$ cat src/rtl/tlbl_pkg.sv
// Package with shared constants and types for the LRU translation buffer.
`timescale 1ns / 1ps
package tlbl_pkg;

    localparam int PAGE_W = 20;
    localparam int FRAME_W = 8;
    localparam int COUNT_W = 32;
    localparam int CFG_W = 32;
    localparam int MASK_W = 8;
    localparam int CFG_IDX_W = 2;
    localparam int TABLE_PAGES = 8;
    localparam int TLB_ENTRIES_DEFAULT = 8;

    localparam logic [CFG_W-1:0] FRAMES_LOW_RESET = 32'h0108_0205;
    localparam logic [CFG_W-1:0] FRAMES_HIGH_RESET = 32'h0407_0309;
    localparam logic [MASK_W-1:0] VALID_MASK_RESET = 8'hFF;

    localparam logic [CFG_IDX_W-1:0] REG_FRAMES_LOW = 2'd0;
    localparam logic [CFG_IDX_W-1:0] REG_FRAMES_HIGH = 2'd1;
    localparam logic [CFG_IDX_W-1:0] REG_VALID_MASK = 2'd2;

    typedef enum logic [1:0] {
        OUT_TLB_HIT = 2'd0,
        OUT_FILL    = 2'd1,
        OUT_FAULT   = 2'd2
    } outcome_t;

    typedef struct packed {
        logic               hit;
        logic               free;
        logic [FRAME_W-1:0] hit_frame;
        logic [PAGE_W-1:0]  lru_page;
    } carry_t;

    typedef struct packed {
        logic               en;
        logic               fill;
        logic [PAGE_W-1:0]  page;
        logic [FRAME_W-1:0] frame;
    } upd_t;

endpackage

$ cat src/rtl/tlbl_cell.sv
// One buffer entry that checks the passing search token and applies updates.
`timescale 1ns / 1ps
module tlbl_cell #(
    parameter int TLB_ENTRIES = tlbl_pkg::TLB_ENTRIES_DEFAULT,
    parameter int IDX = 0
) (
    input  logic                                clk,
    input  logic                                rst_n,
    input  logic [tlbl_pkg::PAGE_W-1:0]         key,
    input  logic                                in_valid,
    input  tlbl_pkg::carry_t                    in_carry,
    input  logic [$clog2(TLB_ENTRIES)-1:0]      in_hit_idx,
    input  logic [$clog2(TLB_ENTRIES)-1:0]      in_hit_rank,
    input  logic [$clog2(TLB_ENTRIES)-1:0]      in_free_idx,
    input  logic [$clog2(TLB_ENTRIES)-1:0]      in_free_rank,
    input  logic [$clog2(TLB_ENTRIES)-1:0]      in_lru_idx,
    input  tlbl_pkg::upd_t                      upd,
    input  logic [$clog2(TLB_ENTRIES)-1:0]      upd_idx,
    input  logic [$clog2(TLB_ENTRIES)-1:0]      upd_rank,
    output logic                                out_valid,
    output tlbl_pkg::carry_t                    out_carry,
    output logic [$clog2(TLB_ENTRIES)-1:0]      out_hit_idx,
    output logic [$clog2(TLB_ENTRIES)-1:0]      out_hit_rank,
    output logic [$clog2(TLB_ENTRIES)-1:0]      out_free_idx,
    output logic [$clog2(TLB_ENTRIES)-1:0]      out_free_rank,
    output logic [$clog2(TLB_ENTRIES)-1:0]      out_lru_idx
);
    import tlbl_pkg::*;

    localparam int IDX_W = $clog2(TLB_ENTRIES);
    localparam logic [IDX_W-1:0] MY_IDX = IDX_W'(IDX);
    localparam logic [IDX_W-1:0] LRU_RANK = IDX_W'(TLB_ENTRIES - 1);

    logic               valid_reg;
    logic [PAGE_W-1:0]  page_reg;
    logic [FRAME_W-1:0] frame_reg;
    logic [IDX_W-1:0]   rank_reg;
    logic [IDX_W-1:0]   rank_next;
    logic               out_valid_reg;
    carry_t             carry_reg;
    carry_t             carry_next;
    logic [IDX_W-1:0]   hit_idx_reg;
    logic [IDX_W-1:0]   hit_idx_next;
    logic [IDX_W-1:0]   hit_rank_reg;
    logic [IDX_W-1:0]   hit_rank_next;
    logic [IDX_W-1:0]   free_idx_reg;
    logic [IDX_W-1:0]   free_idx_next;
    logic [IDX_W-1:0]   free_rank_reg;
    logic [IDX_W-1:0]   free_rank_next;
    logic [IDX_W-1:0]   lru_idx_reg;
    logic [IDX_W-1:0]   lru_idx_next;
    logic               write_entry;

    always_comb
    begin
        carry_next = in_carry;
        hit_idx_next = in_hit_idx;
        hit_rank_next = in_hit_rank;
        free_idx_next = in_free_idx;
        free_rank_next = in_free_rank;
        lru_idx_next = in_lru_idx;
        if (valid_reg && (page_reg == key) && !in_carry.hit)
        begin
            carry_next.hit = 1'b1;
            carry_next.hit_frame = frame_reg;
            hit_idx_next = MY_IDX;
            hit_rank_next = rank_reg;
        end
        if (!valid_reg && !in_carry.free)
        begin
            carry_next.free = 1'b1;
            free_idx_next = MY_IDX;
            free_rank_next = rank_reg;
        end
        if (rank_reg == LRU_RANK)
        begin
            carry_next.lru_page = page_reg;
            lru_idx_next = MY_IDX;
        end
    end

    always_comb
    begin
        rank_next = rank_reg;
        if (upd.en)
        begin
            if (upd_idx == MY_IDX)
            begin
                rank_next = '0;
            end
            else if (rank_reg < upd_rank)
            begin
                rank_next = rank_reg + 1'b1;
            end
        end
    end

    assign write_entry = upd.en && upd.fill && (upd_idx == MY_IDX);

    always_ff @(posedge clk or negedge rst_n)
    begin
        if (!rst_n)
        begin
            valid_reg <= 1'b0;
            rank_reg <= MY_IDX;
            out_valid_reg <= 1'b0;
        end
        else
        begin
            rank_reg <= rank_next;
            out_valid_reg <= in_valid;
            if (write_entry)
            begin
                valid_reg <= 1'b1;
            end
        end
    end

    always_ff @(posedge clk)
    begin
        if (write_entry)
        begin
            page_reg <= upd.page;
            frame_reg <= upd.frame;
        end
        carry_reg <= carry_next;
        hit_idx_reg <= hit_idx_next;
        hit_rank_reg <= hit_rank_next;
        free_idx_reg <= free_idx_next;
        free_rank_reg <= free_rank_next;
        lru_idx_reg <= lru_idx_next;
    end

    assign out_valid = out_valid_reg;
    assign out_carry = carry_reg;
    assign out_hit_idx = hit_idx_reg;
    assign out_hit_rank = hit_rank_reg;
    assign out_free_idx = free_idx_reg;
    assign out_free_rank = free_rank_reg;
    assign out_lru_idx = lru_idx_reg;

endmodule

$ cat src/rtl/tlb_lru_translate_core.sv
// Top level of the LRU translation buffer with its page table and counters.
//
// One page number is taken per item and produces exactly one result, strobed
// on done for a single cycle; the receiver cannot stall, so the result must
// be captured in that cycle. A search token walks the row of entry cells one
// cell per clock, from the seed register through each cell register to the
// done register; a new item can be started in the done cycle, not before.
// Configuration writes take effect at once.
`timescale 1ns / 1ps
module tlb_lru_translate_core #(
    parameter int TLB_ENTRIES = tlbl_pkg::TLB_ENTRIES_DEFAULT
) (
    input  logic                              clk,
    input  logic                              rst_n,
    input  logic                              cfg_write,
    input  logic [tlbl_pkg::CFG_IDX_W-1:0]    cfg_index,
    input  logic [tlbl_pkg::CFG_W-1:0]        cfg_data,
    input  logic                              start,
    output logic                              busy,
    input  logic [tlbl_pkg::PAGE_W-1:0]       page,
    output logic                              done,
    output logic [tlbl_pkg::FRAME_W-1:0]      frame,
    output tlbl_pkg::outcome_t                outcome,
    output logic                              evicted,
    output logic [tlbl_pkg::PAGE_W-1:0]       evicted_page,
    output logic [tlbl_pkg::COUNT_W-1:0]      hit_total,
    output logic [tlbl_pkg::COUNT_W-1:0]      miss_total
);
    import tlbl_pkg::*;

    localparam int IDX_W = $clog2(TLB_ENTRIES);
    localparam logic [IDX_W-1:0] LRU_RANK = IDX_W'(TLB_ENTRIES - 1);
    localparam logic [COUNT_W-1:0] COUNT_MAX = '1;

    logic [CFG_W-1:0]   frames_low_reg;
    logic [CFG_W-1:0]   frames_high_reg;
    logic [MASK_W-1:0]  valid_mask_reg;
    logic               busy_reg;
    logic               seed_valid_reg;
    logic [PAGE_W-1:0]  key_reg;
    logic               done_reg;
    logic [FRAME_W-1:0] frame_reg;
    outcome_t           outcome_reg;
    logic               evicted_reg;
    logic [PAGE_W-1:0]  evicted_page_reg;
    logic [COUNT_W-1:0] hit_count_reg;
    logic [COUNT_W-1:0] miss_count_reg;

    logic               accept;
    logic               finish;
    logic               mapped;
    logic [CFG_W-1:0]   table_word;
    logic [FRAME_W-1:0] table_frame;
    upd_t               upd;
    logic [IDX_W-1:0]   upd_idx;
    logic [IDX_W-1:0]   upd_rank;

    logic               chain_valid [TLB_ENTRIES+1];
    carry_t             chain_carry [TLB_ENTRIES+1];
    logic [IDX_W-1:0]   chain_hit_idx [TLB_ENTRIES+1];
    logic [IDX_W-1:0]   chain_hit_rank [TLB_ENTRIES+1];
    logic [IDX_W-1:0]   chain_free_idx [TLB_ENTRIES+1];
    logic [IDX_W-1:0]   chain_free_rank [TLB_ENTRIES+1];
    logic [IDX_W-1:0]   chain_lru_idx [TLB_ENTRIES+1];

    assign accept = start && !busy_reg;

    assign chain_valid[0] = seed_valid_reg;
    assign chain_carry[0] = '0;
    assign chain_hit_idx[0] = '0;
    assign chain_hit_rank[0] = '0;
    assign chain_free_idx[0] = '0;
    assign chain_free_rank[0] = '0;
    assign chain_lru_idx[0] = '0;

    for (genvar i = 0; i < TLB_ENTRIES; i++)
    begin : g_cell
        tlbl_cell #(
            .TLB_ENTRIES (TLB_ENTRIES),
            .IDX         (i)
        ) u_cell (
            .clk           (clk),
            .rst_n         (rst_n),
            .key           (key_reg),
            .in_valid      (chain_valid[i]),
            .in_carry      (chain_carry[i]),
            .in_hit_idx    (chain_hit_idx[i]),
            .in_hit_rank   (chain_hit_rank[i]),
            .in_free_idx   (chain_free_idx[i]),
            .in_free_rank  (chain_free_rank[i]),
            .in_lru_idx    (chain_lru_idx[i]),
            .upd           (upd),
            .upd_idx       (upd_idx),
            .upd_rank      (upd_rank),
            .out_valid     (chain_valid[i+1]),
            .out_carry     (chain_carry[i+1]),
            .out_hit_idx   (chain_hit_idx[i+1]),
            .out_hit_rank  (chain_hit_rank[i+1]),
            .out_free_idx  (chain_free_idx[i+1]),
            .out_free_rank (chain_free_rank[i+1]),
            .out_lru_idx   (chain_lru_idx[i+1])
        );
    end

    assign finish = chain_valid[TLB_ENTRIES];
    assign mapped = (key_reg < PAGE_W'(TABLE_PAGES)) && valid_mask_reg[key_reg[2:0]];
    assign table_word = key_reg[2] ? frames_high_reg : frames_low_reg;
    assign table_frame = table_word[{key_reg[1:0], 3'b000} +: FRAME_W];

    always_comb
    begin
        upd.en = 1'b0;
        upd.fill = 1'b0;
        upd.page = key_reg;
        upd.frame = table_frame;
        upd_idx = chain_hit_idx[TLB_ENTRIES];
        upd_rank = chain_hit_rank[TLB_ENTRIES];
        if (finish)
        begin
            if (chain_carry[TLB_ENTRIES].hit)
            begin
                upd.en = 1'b1;
            end
            else if (mapped)
            begin
                upd.en = 1'b1;
                upd.fill = 1'b1;
                if (chain_carry[TLB_ENTRIES].free)
                begin
                    upd_idx = chain_free_idx[TLB_ENTRIES];
                    upd_rank = chain_free_rank[TLB_ENTRIES];
                end
                else
                begin
                    upd_idx = chain_lru_idx[TLB_ENTRIES];
                    upd_rank = LRU_RANK;
                end
            end
        end
    end

    always_ff @(posedge clk or negedge rst_n)
    begin
        if (!rst_n)
        begin
            frames_low_reg <= FRAMES_LOW_RESET;
            frames_high_reg <= FRAMES_HIGH_RESET;
            valid_mask_reg <= VALID_MASK_RESET;
        end
        else if (cfg_write)
        begin
            unique case (cfg_index)
                REG_FRAMES_LOW:  frames_low_reg <= cfg_data;
                REG_FRAMES_HIGH: frames_high_reg <= cfg_data;
                REG_VALID_MASK:  valid_mask_reg <= cfg_data[MASK_W-1:0];
                default:         ;
            endcase
        end
    end

    always_ff @(posedge clk or negedge rst_n)
    begin
        if (!rst_n)
        begin
            busy_reg <= 1'b0;
            seed_valid_reg <= 1'b0;
            done_reg <= 1'b0;
            hit_count_reg <= '0;
            miss_count_reg <= '0;
        end
        else
        begin
            seed_valid_reg <= accept;
            done_reg <= finish;
            if (accept)
            begin
                busy_reg <= 1'b1;
            end
            else if (finish)
            begin
                busy_reg <= 1'b0;
            end
            if (finish)
            begin
                if (chain_carry[TLB_ENTRIES].hit)
                begin
                    if (hit_count_reg != COUNT_MAX)
                    begin
                        hit_count_reg <= hit_count_reg + 1'b1;
                    end
                end
                else if (miss_count_reg != COUNT_MAX)
                begin
                    miss_count_reg <= miss_count_reg + 1'b1;
                end
            end
        end
    end

    always_ff @(posedge clk)
    begin
        if (accept)
        begin
            key_reg <= page;
        end
        if (finish)
        begin
            evicted_reg <= 1'b0;
            evicted_page_reg <= '0;
            if (chain_carry[TLB_ENTRIES].hit)
            begin
                frame_reg <= chain_carry[TLB_ENTRIES].hit_frame;
                outcome_reg <= OUT_TLB_HIT;
            end
            else if (mapped)
            begin
                frame_reg <= table_frame;
                outcome_reg <= OUT_FILL;
                if (!chain_carry[TLB_ENTRIES].free)
                begin
                    evicted_reg <= 1'b1;
                    evicted_page_reg <= chain_carry[TLB_ENTRIES].lru_page;
                end
            end
            else
            begin
                frame_reg <= '0;
                outcome_reg <= OUT_FAULT;
            end
        end
    end

    assign busy = busy_reg;
    assign done = done_reg;
    assign frame = frame_reg;
    assign outcome = outcome_reg;
    assign evicted = evicted_reg;
    assign evicted_page = evicted_page_reg;
    assign hit_total = hit_count_reg;
    assign miss_total = miss_count_reg;

    a_accept_sets_busy: assert property (@(posedge clk) disable iff (!rst_n)
        accept |=> busy_reg)
        else $error("accepted item did not raise busy");

    a_done_not_busy: assert property (@(posedge clk) disable iff (!rst_n)
        done_reg |-> !busy_reg)
        else $error("result strobed while still busy");

    a_hit_no_evict: assert property (@(posedge clk) disable iff (!rst_n)
        done_reg && (outcome_reg != OUT_FILL) |-> !evicted_reg)
        else $error("eviction reported without a fill");

    a_counts_move_once: assert property (@(posedge clk) disable iff (!rst_n)
        finish |=> ($stable(hit_count_reg) || $stable(miss_count_reg)))
        else $error("both counters moved for one item");

    a_single_token: assert property (@(posedge clk) disable iff (!rst_n)
        finish |-> !seed_valid_reg && !accept)
        else $error("second item entered the cell row");

endmodule

$ cat config.mk
export PLATFORM = sky130hd
export DESIGN_NAME = tlb_lru_translate_core
export DESIGN_NICKNAME = d
export VERILOG_FILES = /design/src/rtl/tlbl_pkg.sv /design/src/rtl/tlbl_cell.sv /design/src/rtl/tlb_lru_translate_core.sv
export SDC_FILE = /design/constraint.sdc
export NUM_CORES = 1
export LEC_CHECK = 0
export BUFFER_PORTS_ARGS = -buffer_cell sky130_fd_sc_hd__buf_2
export CORE_MARGIN = 2
export CORE_UTILIZATION = 45
export CTS_CLUSTER_DIAMETER = 120
export DETAILED_ROUTE_END_ITERATION = 10
export PLACE_DENSITY_LB_ADDON = 0.25
export SETUP_SLACK_MARGIN = 0.5
export SYNTH_ARGS = -nofsm -noshare
export SYNTH_HDL_FRONTEND = slang
export SYNTH_HIERARCHICAL = 1
export SYNTH_SLANG_ARGS = --single-unit
$ cat constraint.sdc
create_clock -name clk -period 7 [get_ports clk]
set_input_delay 1.4 -clock clk [delete_from_list [all_inputs] [get_ports clk]]
set_output_delay 1.4 -clock clk [all_outputs]
set_load 0.02 [all_outputs]
---- Yosys cells after proc, flatten, opt, wreduce, memory -nomap -nowiden ----
Cells that the tools add are included.
storage, ports and cells
  RAM bits ................................ 0
  word-level logic and storage cells ...... 323
  latch bits .............................. 0
  memories kept ........................... 0
  input bits .............................. 58
  register bits after elaboration ......... 793
  ROM bits ................................ 0
cells by class
  muxes and demuxes ....................... 70
  div/mod/pow operators ................... 0
  bitwise operators ....................... 2
  $lt $le $gt $ge ......................... 10
  add/sub/neg operators ................... 10
  reductions and logical operators ........ 81
  $mul .................................... 0
  shift-type cells ........................ 1
  equality and inequality tests ........... 27
operator list
  kind                                                                    number
  20-bit == test                                                          8
  20-bit 2-to-1 mux                                                       7
  3-bit 2-to-1 mux                                                        38
  8-bit 2-to-1 mux                                                        9
  32-bit by 1-bit adder with 32-bit output (second input constant)        2
  32-bit != test (second input constant)                                  2
  3-bit == test (second input constant)                                   12
  1-bit logical AND                                                       33
  32-bit 2-to-1 mux                                                       1
  32-bit by 6-bit variable part select with 8-bit output                  1
  3-bit by 1-bit adder with 3-bit output (second input constant)          8
  3-bit < comparator                                                      8
  1-bit logical NOT                                                       22
  2-bit AND reduction                                                     11
  20-bit by 4-bit < comparator with 1-bit output (second input constant)  1
  2-bit nonzero test                                                      9
  1-bit 2-to-1 mux                                                        11
  3-bit by 2-bit == test with 1-bit output (second input constant)        2
  2-bit 2-to-1 mux                                                        3
  3-bit AND reduction                                                     2
  3-bit by 4-bit < comparator with 1-bit output (second input constant)   1
  1-bit binary-select mux with 3-bit select                               1
  3-bit by 1-bit == test with 1-bit output (second input constant)        1
  3-bit logical NOT                                                       1
  other kinds (6)                                                         7

---- Logic depth before layout (Yosys ltp) ----
Gate-level depths: netlist of run 1.
  depth in word-level cells ............... 9
  mapped depth ............................ 12

---- Modules after synthesis ----
The synthesis of run 1 kept the hierarchy.
by module, submodules not included
  module                             cells each  seq. area each (sq um)  instances  area an instance (sq um)
  tlb_lru_translate_core             614         5,036.1                 1          8,498.2
  tlbl_cell at g_cell[3].u_cell ...  176         1,869.3                 3          2,780.2
  tlbl_cell at g_cell[1].u_cell ...  175         1,868.0                 3          2,772.7
  tlbl_cell at g_cell[7].u_cell      175         1,870.5                 1          2,780.2
  tlbl_cell at g_cell[0].u_cell      175         1,866.8                 1          2,766.4

---- Least setup slack after synthesis of run 1 ----
OpenSTA, ideal clock, no wires.
  path type ............................... reg2reg
  start ................................... register key_reg[0]
  end ..................................... register g_cell[1].u_cell.frame_reg[0], enable pin
  cell stages (with the launch flop) ...... 9
  path buffers ............................ 1
  clock period less this slack ............ 3,751 ps
  data arrival time ....................... 3,363 ps
  slack ................................... 3,249 ps
  cell sequence ........................... edfxtp_1 buf_4 mux4_2 mux2_2 or3b_1 nor2_4 mux2_2 nor3b_1 and3_1
between the ends
  cells in the longest elaborated chain, start to end .. 8
RTL lines
  item                                                                                    RTL line                       text
  from (decl)                                                                             tlb_lru_translate_core.sv:40   logic [PAGE_W-1:0] key_reg;
  from (signal assigned)                                                                  tlb_lru_translate_core.sv:204  key_reg <= page;
  branches (longest 2 deep; another with 20-bit by 4-bit < comparator with 1-bit output)  n/a
  1-bit logical AND (*)                                                                   tlb_lru_translate_core.sv:106  assign mapped = (key_reg < PAGE_W'(TABLE_PAGES)) && valid_mask_reg[key_reg[2:0]];
  3-bit 2-to-1 mux (*)                                                                    tlb_lru_translate_core.sv:124  else if (mapped)
  3-bit 2-to-1 mux (*)                                                                    tlb_lru_translate_core.sv:120  if (chain_carry[TLB_ENTRIES].hit)
  3-bit 2-to-1 mux (*)                                                                    tlb_lru_translate_core.sv:118  if (finish)
  named net upd_idx[1]                                                                    tlb_lru_translate_core.sv:55   logic [IDX_W-1:0] upd_idx;
  3-bit by 1-bit == test with 1-bit output (*)                                            tlbl_cell.sv:98                assign write_entry = upd.en && upd.fill && (upd_idx == MY_IDX);
  1-bit logical AND (*)                                                                   tlbl_cell.sv:98
  named net g_cell[1].u_cell.write_entry                                                  tlbl_cell.sv:52                logic write_entry;
  to (signal assigned)                                                                    tlbl_cell.sv:124               frame_reg <= upd.frame;
  to (decl)                                                                               tlbl_cell.sv:36                logic [FRAME_W-1:0] frame_reg;
Mark *: on every way through the listed nets, which the timed path passes. The select of a mux whose other input is x is not followed.
A chain may end at the register's enable or synchronous reset.

---- Final worst setup path of run 1 ----
  start ................................... register key_reg[19]
  end ..................................... register g_cell[3].u_cell.page_reg[5], enable pin
between the ends
  cells in the longest elaborated chain, start to end .. 7
RTL lines
  item                                            RTL line                       text
  20-bit by 4-bit < comparator with 1-bit output  tlb_lru_translate_core.sv:106
  1-bit logical AND                               tlb_lru_translate_core.sv:106
  3-bit 2-to-1 mux                                tlb_lru_translate_core.sv:124
  3-bit 2-to-1 mux                                tlb_lru_translate_core.sv:120
  3-bit 2-to-1 mux                                tlb_lru_translate_core.sv:118
  named net upd_idx[2]                            tlb_lru_translate_core.sv:55
  3-bit by 2-bit == test with 1-bit output        tlbl_cell.sv:98
  1-bit logical AND                               tlbl_cell.sv:98
  named net g_cell[3].u_cell.write_entry          tlbl_cell.sv:52
  to (signal assigned)                            tlbl_cell.sv:123               page_reg <= upd.page;
  to (decl)                                       tlbl_cell.sv:35                logic [PAGE_W-1:0] page_reg;
The timed path passes the listed nets, and every way through them passes these cells.

==> flow_summary.yaml, run 1 <==
status:
  outcome: "completed"
timing:
  fmax_mhz: 231
  finClkSkew_ns: 0.0449
  setup_slack_ns: 2.68
  tightest_slew_ns: 0.964
  period_needed_ns: 4.32
  tns_ns: 0
  slew_headroom_pct: 35.1
  drv_slew: 0
  fin_crit_sh_pct: 61.7
  setup_viol: 0
  hold_viol: 0
  grt_setup_unrepaired: "no"
synth:
  synth.avg_cell_area_um2: 15.2
  synth_area_mm2: 0.0307
  synth.largest_area_cell: "edfxtp_1"
  async_reset_ff_share_pct: 22.0
  post_synth_inst_count: 2017
  synth_seq_area_share_pct: 65.1
  synth-edff-count: 275
  synth_flop_cell: "dfxtp_1"
  synth-seq-cells: 814
  synth_area_leaders: "edfxtp_1 (27%), dfxtp_1 (23%), dfrtp_1 (12%), mux2_2 (12%), xor2_1 (3.8%)"
  synth_top_area_share_pct: 26.9
  synth_cell_types: 69
  yosys_warnings: 6
die:
  fp-row-count: 95
  die_area_mm2: 0.0703
  die_h_um: 265
  start_util_pct: 45.6
  die_w_um: 265
  core_mm2: 0.0674
  ios: 155
route:
  drc: 0
  vias: 16500
  wl_per_cell_um: 19.9
  postRouteWirelength_um: 64300
  ant_nets: 0
  dr.pass1.iters: 5
  vias_per_cell: 5.11
  drtIter0Drc: 950
setup_path:
  cp-startpoint: "key_reg[19]"
  crit_required_ns: 7.28
  reg2reg_slack_ns: 2.68
  crit_end: "g_cell[3].u_cell/page_reg[5]"
  start_kind: "flip-flop"
  critPathKind: "reg2reg"
  worst-path-max-fanout: 20
  r2r_cells: 8
  worstReg2RegStart: "key_reg[19]"
  timing.rr.end: "g_cell[3].u_cell/page_reg[5]"
  cp-end-kind: "flip-flop"
  critical_path_arrival_ns: 4.60
clock_tree:
  htree_levels: 3
  cts_made_buffers: 84
  cts_tree: "yes"
  cts_sinks: 814
  post_cts_resized: 0
  clk_latency_ns: 0.65
  clock_path_buffers: 3
  post_cts_buffers: 0
  cts_hold_buf: 0
  root_buffer: "clkbuf_16"
  clk_pin_slew_ns: 0.06
global_route:
  grt_max_degree: 85
  grt-ovfl-total: 0
  grt_util_all_layers_pct: 18.5
  antenna_found_initial: 4
  grt_pass1_vias: 17200
  grt_pass1_wl_um: 101000
cells_and_area:
  final_util_pct: 52.5
  drive_gt1_share_pct: 33.9
  final_cells: 3233
  areaGrowthSynthToFinish_pct: 15.3
  largest_reg_flops: 240
  finalNetCount: 2379
power_and_ir_drop:
  p_total_uw: 11600
  peakVddDrop_v: 0.000204
  p_per_area_mw_per_mm2: 327
  leakagePower_uw: 0.0144
placement:
  place_congestion: 0.858
  dp_worst_setup_slack_ns: 2.72
  port-buffer-count: 154
  dpl.cell_count: 3074
  dp_hpwl_um: 43200
flow_run:
  max_cap_viol_count: 0
worst_hold_path:
  hp-class: "reg2reg"
-- worst min-delay path by stage --
stage                                    start                    endpoint  cells past startpoint
floorplan                       seed_valid_reg  g_cell[0].u_cell/out_valid                      0
global placement                seed_valid_reg  g_cell[0].u_cell/out_valid                      0
detailed placement              seed_valid_reg  g_cell[0].u_cell/out_valid                      0
CTS                             seed_valid_reg  g_cell[0].u_cell/out_valid                      0
global route        g_cell[5].u_cell/out_valid  g_cell[6].u_cell/out_valid                      0
finish                          seed_valid_reg  g_cell[0].u_cell/out_valid                      0
-- placed cells by master, fill, tap and decap left out, drive strengths merged, types with 3 or more instances in the layout --
cell type  count
a2111o         8
a21o           9
a21oi         11
a22o          16
a41oi          3
and2          35
and3          19
and3b          8
and4           5
buf          179
clkbuf       133
clkinv        19
conb          47
dfrtp        146
dfstp         33
dfxtp        360
edfxtp       275
ha            34
inv           40
mux2         374
mux4          18
nand2         35
nand2b        55
nand3         40
nand4         37
nor2          36
nor2b         43
nor3          16
nor3b          8
nor4          45
o21ai         16
o221ai         8
or2           35
xnor2         58
xor2         133
-- synthesized netlist by cell type, drive strengths merged (9+ instances only) --
master	number
o21ai	16
mux2	374
dfxtp	360
dfrtp	146
nand2b	55
nand3	40
nand2	35
mux4	18
nor2	36
a21o	9
a21oi	11
edfxtp	275
clkbuf	23
nand4	37
or2	35
xnor2	58
nor4	45
ha	34
buf	18
inv	35
and2	35
a22o	16
nor3	16
and3	19
dfstp	33
xor2	133
nor2b	43
-- worst max-delay path: stages, from the launching register on --
cell and delay (ns):
edfxtp_1 0.71, nor4_1 0.55, nand4_1 0.33, or3b_1 0.55
nor2_4 0.25, mux2_2 0.43, nor2_1 0.22, and3_1 0.52
buf_4 0.42
-- cell families (layout without fill, tap and decap cells) --
kind of cell,count (synthesis),in the layout,share of synthesized area (%)
buf+inv,76,372,1.17
fa+ha+maj,34,34,1.39
other cells,1,48,0.0122
flops,814,814,65.1
compound gates,80,80,2.03
mux,392,392,15.6
xor+xnor,191,191,5.45
simple gates,429,429,9.22
-- report_power, final --
| group | internal [uW] | total (uW) | switching (uW) |
|---|---|---|---|
| clock network | 2450 | 4260 | 1810 |
| logic | 686 | 1370 | 688 |
| registers | 5600 | 5950 | 352 |
| total | 8730 | 11600 | 2850 |
-- layer usage --
layer,global-route usage [%],up-vias,wire (um)
li1,-,7783,-
met1,24.8,8274,29100
met2,31.1,357,30900
met3,3.35,103,2940
met4,4.58,2,1340
met5,0,-,13
-- stage by stage --
stage	hold WS, ns	area [um2]
2_1_floorplan	0.331	30900
3_5_place_dp	0.335	32700
3_3_place_gp	0.334	32700
6_report	0.344	35400
4_1_cts	0.346	35400
5_1_grt	0.365	35400
-- layout make-up --
type | count | area, um2
inverter | 35 | 131
antenna | 1 | 2.50
sequential | 814 | 20000
tap | 873 | 1090
clock buffer | 133 | 2440
timing repair buffer | 179 | 965
multi-input combinational | 1173 | 10600
clock inverter | 25 | 230
fill | 5588 | 32000
No activity file was read; power rests on OpenSTA's default activity.
==> run 2: changes to the inputs <==
Clock period 7 ns to 3.5 ns, I/O delays scaled along.
==> run 2 against run 1 <==
Against the previous run:
- wire length decreased by 6.9%
- clock-buffer cell count fell by 12
- core utilization up 1.2 points
- non-clock buffer count rose by 31
- critical endpoint is now g_cell[2].u_cell/rank_reg[0]
- sequential share of layout area shrank 1.3 points
- via count is 2.0% lower
- largest cell class unchanged
- combinational power increased by 120%
==> flow_summary.yaml, run 2 (same netlist as run 1, synthesis figures left out) <==
die:
  core_mm2: 0.0674
  ios: 155
  die_area_mm2: 0.0703
  start_util_pct: 45.6
  die_h_um: 265
  die_w_um: 265
  fp-row-count: 95
setup_path:
  start_kind: "flip-flop"
  worst-path-max-fanout: 8
  crit_top_cell: "mux2_4"
  r2r_cells: 12
  critical_path_arrival_ns: 3.80
  cp-end-kind: "flip-flop"
  cp_cell_sequence: "mux4_2 > mux2_4 > or3b_4 > nor2_4 > buf_12 > mux2_4 > inv_2 > ha_4 > a21o_1 > a21oi_2 > o21ai_2 > mux2_4"
  critPathMaxStageDelay_ns: 0.53
  critPathKind: "reg2reg"
  reg2reg_slack_ns: 0.19
  cp_slowest_cell: "mux4_2"
  crit_required_ns: 4.00
global_route:
  grt-ovfl-total: 0
  antenna_found_initial: 4
  grt_util_all_layers_pct: 17.1
  grt_max_degree: 91
  grt_pass1_vias: 16900
  grt_pass1_wl_um: 94900
route:
  vias: 16200
  drtIter0Drc: 737
  wl_per_cell_um: 18.3
  vias_per_cell: 4.95
  drc: 0
  ant_nets: 0
  dr.pass1.iters: 5
  postRouteWirelength_um: 59800
clock_tree:
  htree_levels: 3
  cts_tree: "yes"
  clock_path_buffers: 3
  cts_sinks: 814
  clk_pin_slew_ns: 0.06
  cts_made_buffers: 84
  clk_latency_ns: 0.62
  root_buffer: "clkbuf_16"
  cts_hold_buf: 0
timing:
  tightest_slew_ns: 1.06
  finClkSkew_ns: 0.0186
  period_needed_ns: 3.31
  fmax_mhz: 303
  slew_headroom_pct: 29.4
  fin_hold_ws_ns: 0.156
  hold_viol: 0
  grt_setup_unrepaired: "yes"
  fin_crit_sh_pct: 94.4
  setup_viol: 0
  drv_slew: 0
  tns_ns: 0
power_and_ir_drop:
  leakagePower_uw: 0.0148
  combPwrFrac_pct: 13.0
  seq_power_share_pct: 49.7
  peakVddDrop_v: 0.000337
  clkPwrFrac_pct: 37.4
  power.switching_uw: 5730
  internal-power_uw: 18000
  power_switching_share_pct: 24.2
  p_per_area_mw_per_mm2: 655
placement:
  place_congestion: 0.833
  port-buffer-count: 154
  dp_hpwl_um: 41600
  placed_area_mm2: 0.0330
cells_and_area:
  finalInstanceArea_mm2: 0.0362
  multi_input_area_mm2: 0.0109
  largest_reg_flops: 240
  finalNetCount: 2417
  seqCellArea_mm2: 0.0200
  fillerInstances: 5532
  final_cell_mix: "dfxtp_1 (360), mux2_2 (311), edfxtp_1 (275)"
  drive_gt1_share_pct: 37.4
  areaGrowthSynthToFinish_pct: 18.0
  layout_commonest_cell: "dfxtp_1"
status:
  outcome: "completed"
flow_run:
  max_cap_viol_count: 0
worst_hold_path:
  hp-class: "in2async"
[run 2: changes by cell type in the layout (fill, tap and decap cells not counted), sizes merged]
cell and delta:
clkinv +5, clkinvlp +3, clkbuf -12, and3 +7, bufinv +5, buf +30
bufbuf +1, inv -1
[run 2: what timing repair did]
item | CTS | global route
gates cloned | 7 | 1
setup buffers | 6 | 3
pin swaps | 12 | 18
setup endpoints to repair | 256 | 256
gates resized for setup | 22 | 23
[run 2: routing by layer]
layer	vias to the layer above	routed length (um)	track usage, %
li1	7874	-	-
met1	7905	27300	22.5
met2	305	28600	28.6
met3	98	2450	3.42
met4	6	1400	5.13
met5	-	39	0
[run 2: cell type report]
type | instances | share of cell area (%)
sequential | 814 | 55.2
clock buffer | 121 | 6.70
multi-input combinational | 1180 | 30.1
inverter | 35 | 0.370
tap | 873 | 3.02
timing repair buffer | 210 | 3.59
antenna | 1 | 0.00691
clock inverter | 37 | 1.01
[run 2: worst paths after layout]
path,from,to
worst max-delay path,key_reg[0],g_cell[2].u_cell/rank_reg[0]
worst min-delay path,rst_n,miss_total[28]
worst max register to register,key_reg[0],g_cell[2].u_cell/rank_reg[0]
worst min register to register,g_cell[6].u_cell/out_valid,g_cell[7].u_cell/out_valid
max in group asynchronous,rst_n,frames_high_reg[17]
min in group clk,page[15],key_reg[15]
[run 2: critical path, delay by kind of cell (launching register included)]
family | cells | cell delay [ns]
compound gates | 3 | 0.43
fa+ha+maj | 1 | 0.19
buf+inv | 2 | 0.24
flops | 1 | 0.44
mux | 4 | 1.56
simple gates | 2 | 0.31
[run 2: power groups by stage]
| stage | Combinational (uW) | Sequential (uW) | Clock (uW) |
|---|---|---|---|
| 6_report | 3070 | 11800 | 8860 |
| 4_1_cts | 3070 | 11800 | 9090 |
| 3_3_place_gp | 2930 | 11900 | 0 |
| 2_1_floorplan | 1840 | 12000 | 0 |
| 3_5_place_dp | 3000 | 12000 | 0 |
| 5_1_grt | 3380 | 11900 | 9450 |
[run 2: metrics by stage]
stage	power, uW	setup slack, ns	std cells	util, %
2_1_floorplan	13900	0.185	2063	-
3_3_place_gp	14900	0.141	3095	49.0
3_5_place_dp	15000	0.110	3095	49.0
4_1_cts	23900	0.242	3266	53.6
5_1_grt	24700	0.125	3270	53.7
6_report	23700	0.194	3271	53.7
==> run 3: changes to the inputs <==
Settings changed: CORE_MARGIN 2 to 4, PLACE_DENSITY set to 0.72, PLACE_DENSITY_LB_ADDON 0.25 to unset.
==> run 3 against run 2 <==
Against the previous run:
- largest cell class unchanged
- sequential share of layout area is 0.37 points lower
- combinational power increased by 2%
- register-to-register slack improved by 0.12 ns
- cell count about the same
- critical path type unchanged
- largest power group unchanged
- critical path depth shrank 2
- worst setup slack improved by 0.12 ns
- sequential power barely moved
- die area rose by 3.0%
- global-route usage is 0.40 points lower
==> flow_summary.yaml, run 3 (same netlist as run 1, synthesis figures left out) <==
setup_path:
  worst-path-max-fanout: 8
  start_kind: "flip-flop"
  crit_required_ns: 4.00
  critPathKind: "reg2reg"
  crit_end: "g_cell[0].u_cell/rank_reg[0]"
  critical_path_arrival_ns: 3.68
  cp-startpoint: "key_reg[0]"
  cp-end-kind: "flip-flop"
  r2r_cells: 10
  reg2reg_slack_ns: 0.32
  timing.rr.end: "g_cell[0].u_cell/rank_reg[0]"
  worstReg2RegStart: "key_reg[0]"
clock_tree:
  cts_made_buffers: 83
  clk_pin_slew_ns: 0.06
  cts_sinks: 814
  clock_path_buffers: 3
  cts_tree: "yes"
  htree_levels: 3
  cts_hold_buf: 0
  clk_latency_ns: 0.63
  root_buffer: "clkbuf_16"
die:
  die_h_um: 269
  start_util_pct: 45.6
  core_mm2: 0.0674
  die_area_mm2: 0.0725
  die_w_um: 269
  fp-row-count: 95
  ios: 155
status:
  outcome: "completed"
power_and_ir_drop:
  combPwrFrac_pct: 13.0
  power_switching_share_pct: 24.2
  leakagePower_uw: 0.0148
  internal-power_uw: 18200
  seq_power_share_pct: 49.2
  p_total_uw: 24000
  power.switching_uw: 5800
  p_per_area_mw_per_mm2: 658
  peakVddDrop_v: 0.000405
  clkPwrFrac_pct: 37.8
route:
  dr.pass1.iters: 5
  vias_per_cell: 5.05
  wl_per_cell_um: 18.4
  drc: 0
  drtIter0Drc: 853
  ant_nets: 0
  vias: 16500
  postRouteWirelength_um: 60200
timing:
  grt_setup_unrepaired: "yes"
  setup_viol: 0
  setup_slack_ns: 0.316
  finClkSkew_ns: 0.0249
  tns_ns: 0
  fmax_mhz: 314
  drv_slew: 0
  period_needed_ns: 3.18
  slew_headroom_pct: 28.1
  tightest_slew_ns: 1.08
  fin_hold_ws_ns: 0.125
  hold_viol: 0
  fin_crit_sh_pct: 91.0
global_route:
  grt_pass1_vias: 17500
  grt-ovfl-total: 0
  grt_util_all_layers_pct: 16.7
  grt_max_degree: 80
  grt_pass1_wl_um: 97900
  antenna_found_initial: 2
placement:
  dp_hpwl_um: 41600
  port-buffer-count: 154
  dp_worst_setup_slack_ns: 0.0963
  place_congestion: 0.854
cells_and_area:
  fillerInstances: 5338
  final_cell_mix: "dfxtp_1 (360), mux2_2 (310), edfxtp_1 (275)"
  areaGrowthSynthToFinish_pct: 18.8
  largest_reg_flops: 240
  drive_gt1_share_pct: 38.1
  layout_commonest_cell: "dfxtp_1"
  finalNetCount: 2420
flow_run:
  max_cap_viol_count: 0
worst_hold_path:
  hp-class: "in2async"
-- run 3: timing repair --
action                                  CTS  global route
cloned                                   11             1
endpoints found under the setup margin  256           255
buffers inserted                         12             1
resized for setup                        55            13
pin swaps                                37            24
-- run 3: through the flow --
stage | std cells | cell area [um2] | utilization, %
floorplan | 2063 | 31000 | -
global placement | 3091 | 33000 | 49.0
detailed placement | 3091 | 33000 | 49.0
CTS | 3270 | 36400 | 54.0
global route | 3272 | 36500 | 54.1
finish | 3274 | 36500 | 54.1
-- run 3: cell type report --
type	instances	area (um2)	area share [%]
clock buffer	119	2500	6.86
timing repair buffer	209	1280	3.51
inverter	35	144	0.395
clock inverter	37	433	1.19
multi-input combinational	1185	11000	30.2
antenna	2	5.00	0.0137
sequential	814	20000	54.8
tap	873	1090	3.00
-- run 3: per-layer routing --
metal / routed length, um / global-route usage, % / vias up
li1: - / - / 7885
met1: 26700 / 21.8 / 8187
met2: 29000 / 28.0 / 353
met3: 2890 / 3.52 / 109
met4: 1630 / 5.30 / 2
met5: 13 / 0 / -
-- run 3: how the worst min path moves through the flow --
stage	start	to	slack, ns	depth (start not counted)
global placement	seed_valid_reg	g_cell[0].u_cell/out_valid	0.33	0
detailed placement	g_cell[3].u_cell/out_valid	g_cell[4].u_cell/out_valid	0.33	0
floorplan	seed_valid_reg	g_cell[0].u_cell/out_valid	0.33	0
finish	rst_n	done	0.12	1
CTS	rst_n	done	0.13	1
global route	rst_n	done	0.16	1
-- run 3: critical path: stages (launching register included) --
cell      delay, ns
edfxtp_1       0.45
mux4_2         0.52
mux2_4         0.33
or3b_4         0.27
nor2_4         0.05
buf_12         0.15
mux2_4         0.39
nor3_4         0.24
buf_12         0.15
and3b_2        0.22
mux2_4         0.27
-- run 3: power groups by stage --
stage,clock [uW],sequential [uW],combinational [uW]
final,9080,11800,3120
after global routing,9740,11900,3420
after CTS,9310,11800,3130
after detailed placement,0,12000,3020
after global placement,0,11900,2920
after floorplan,0,12000,1840
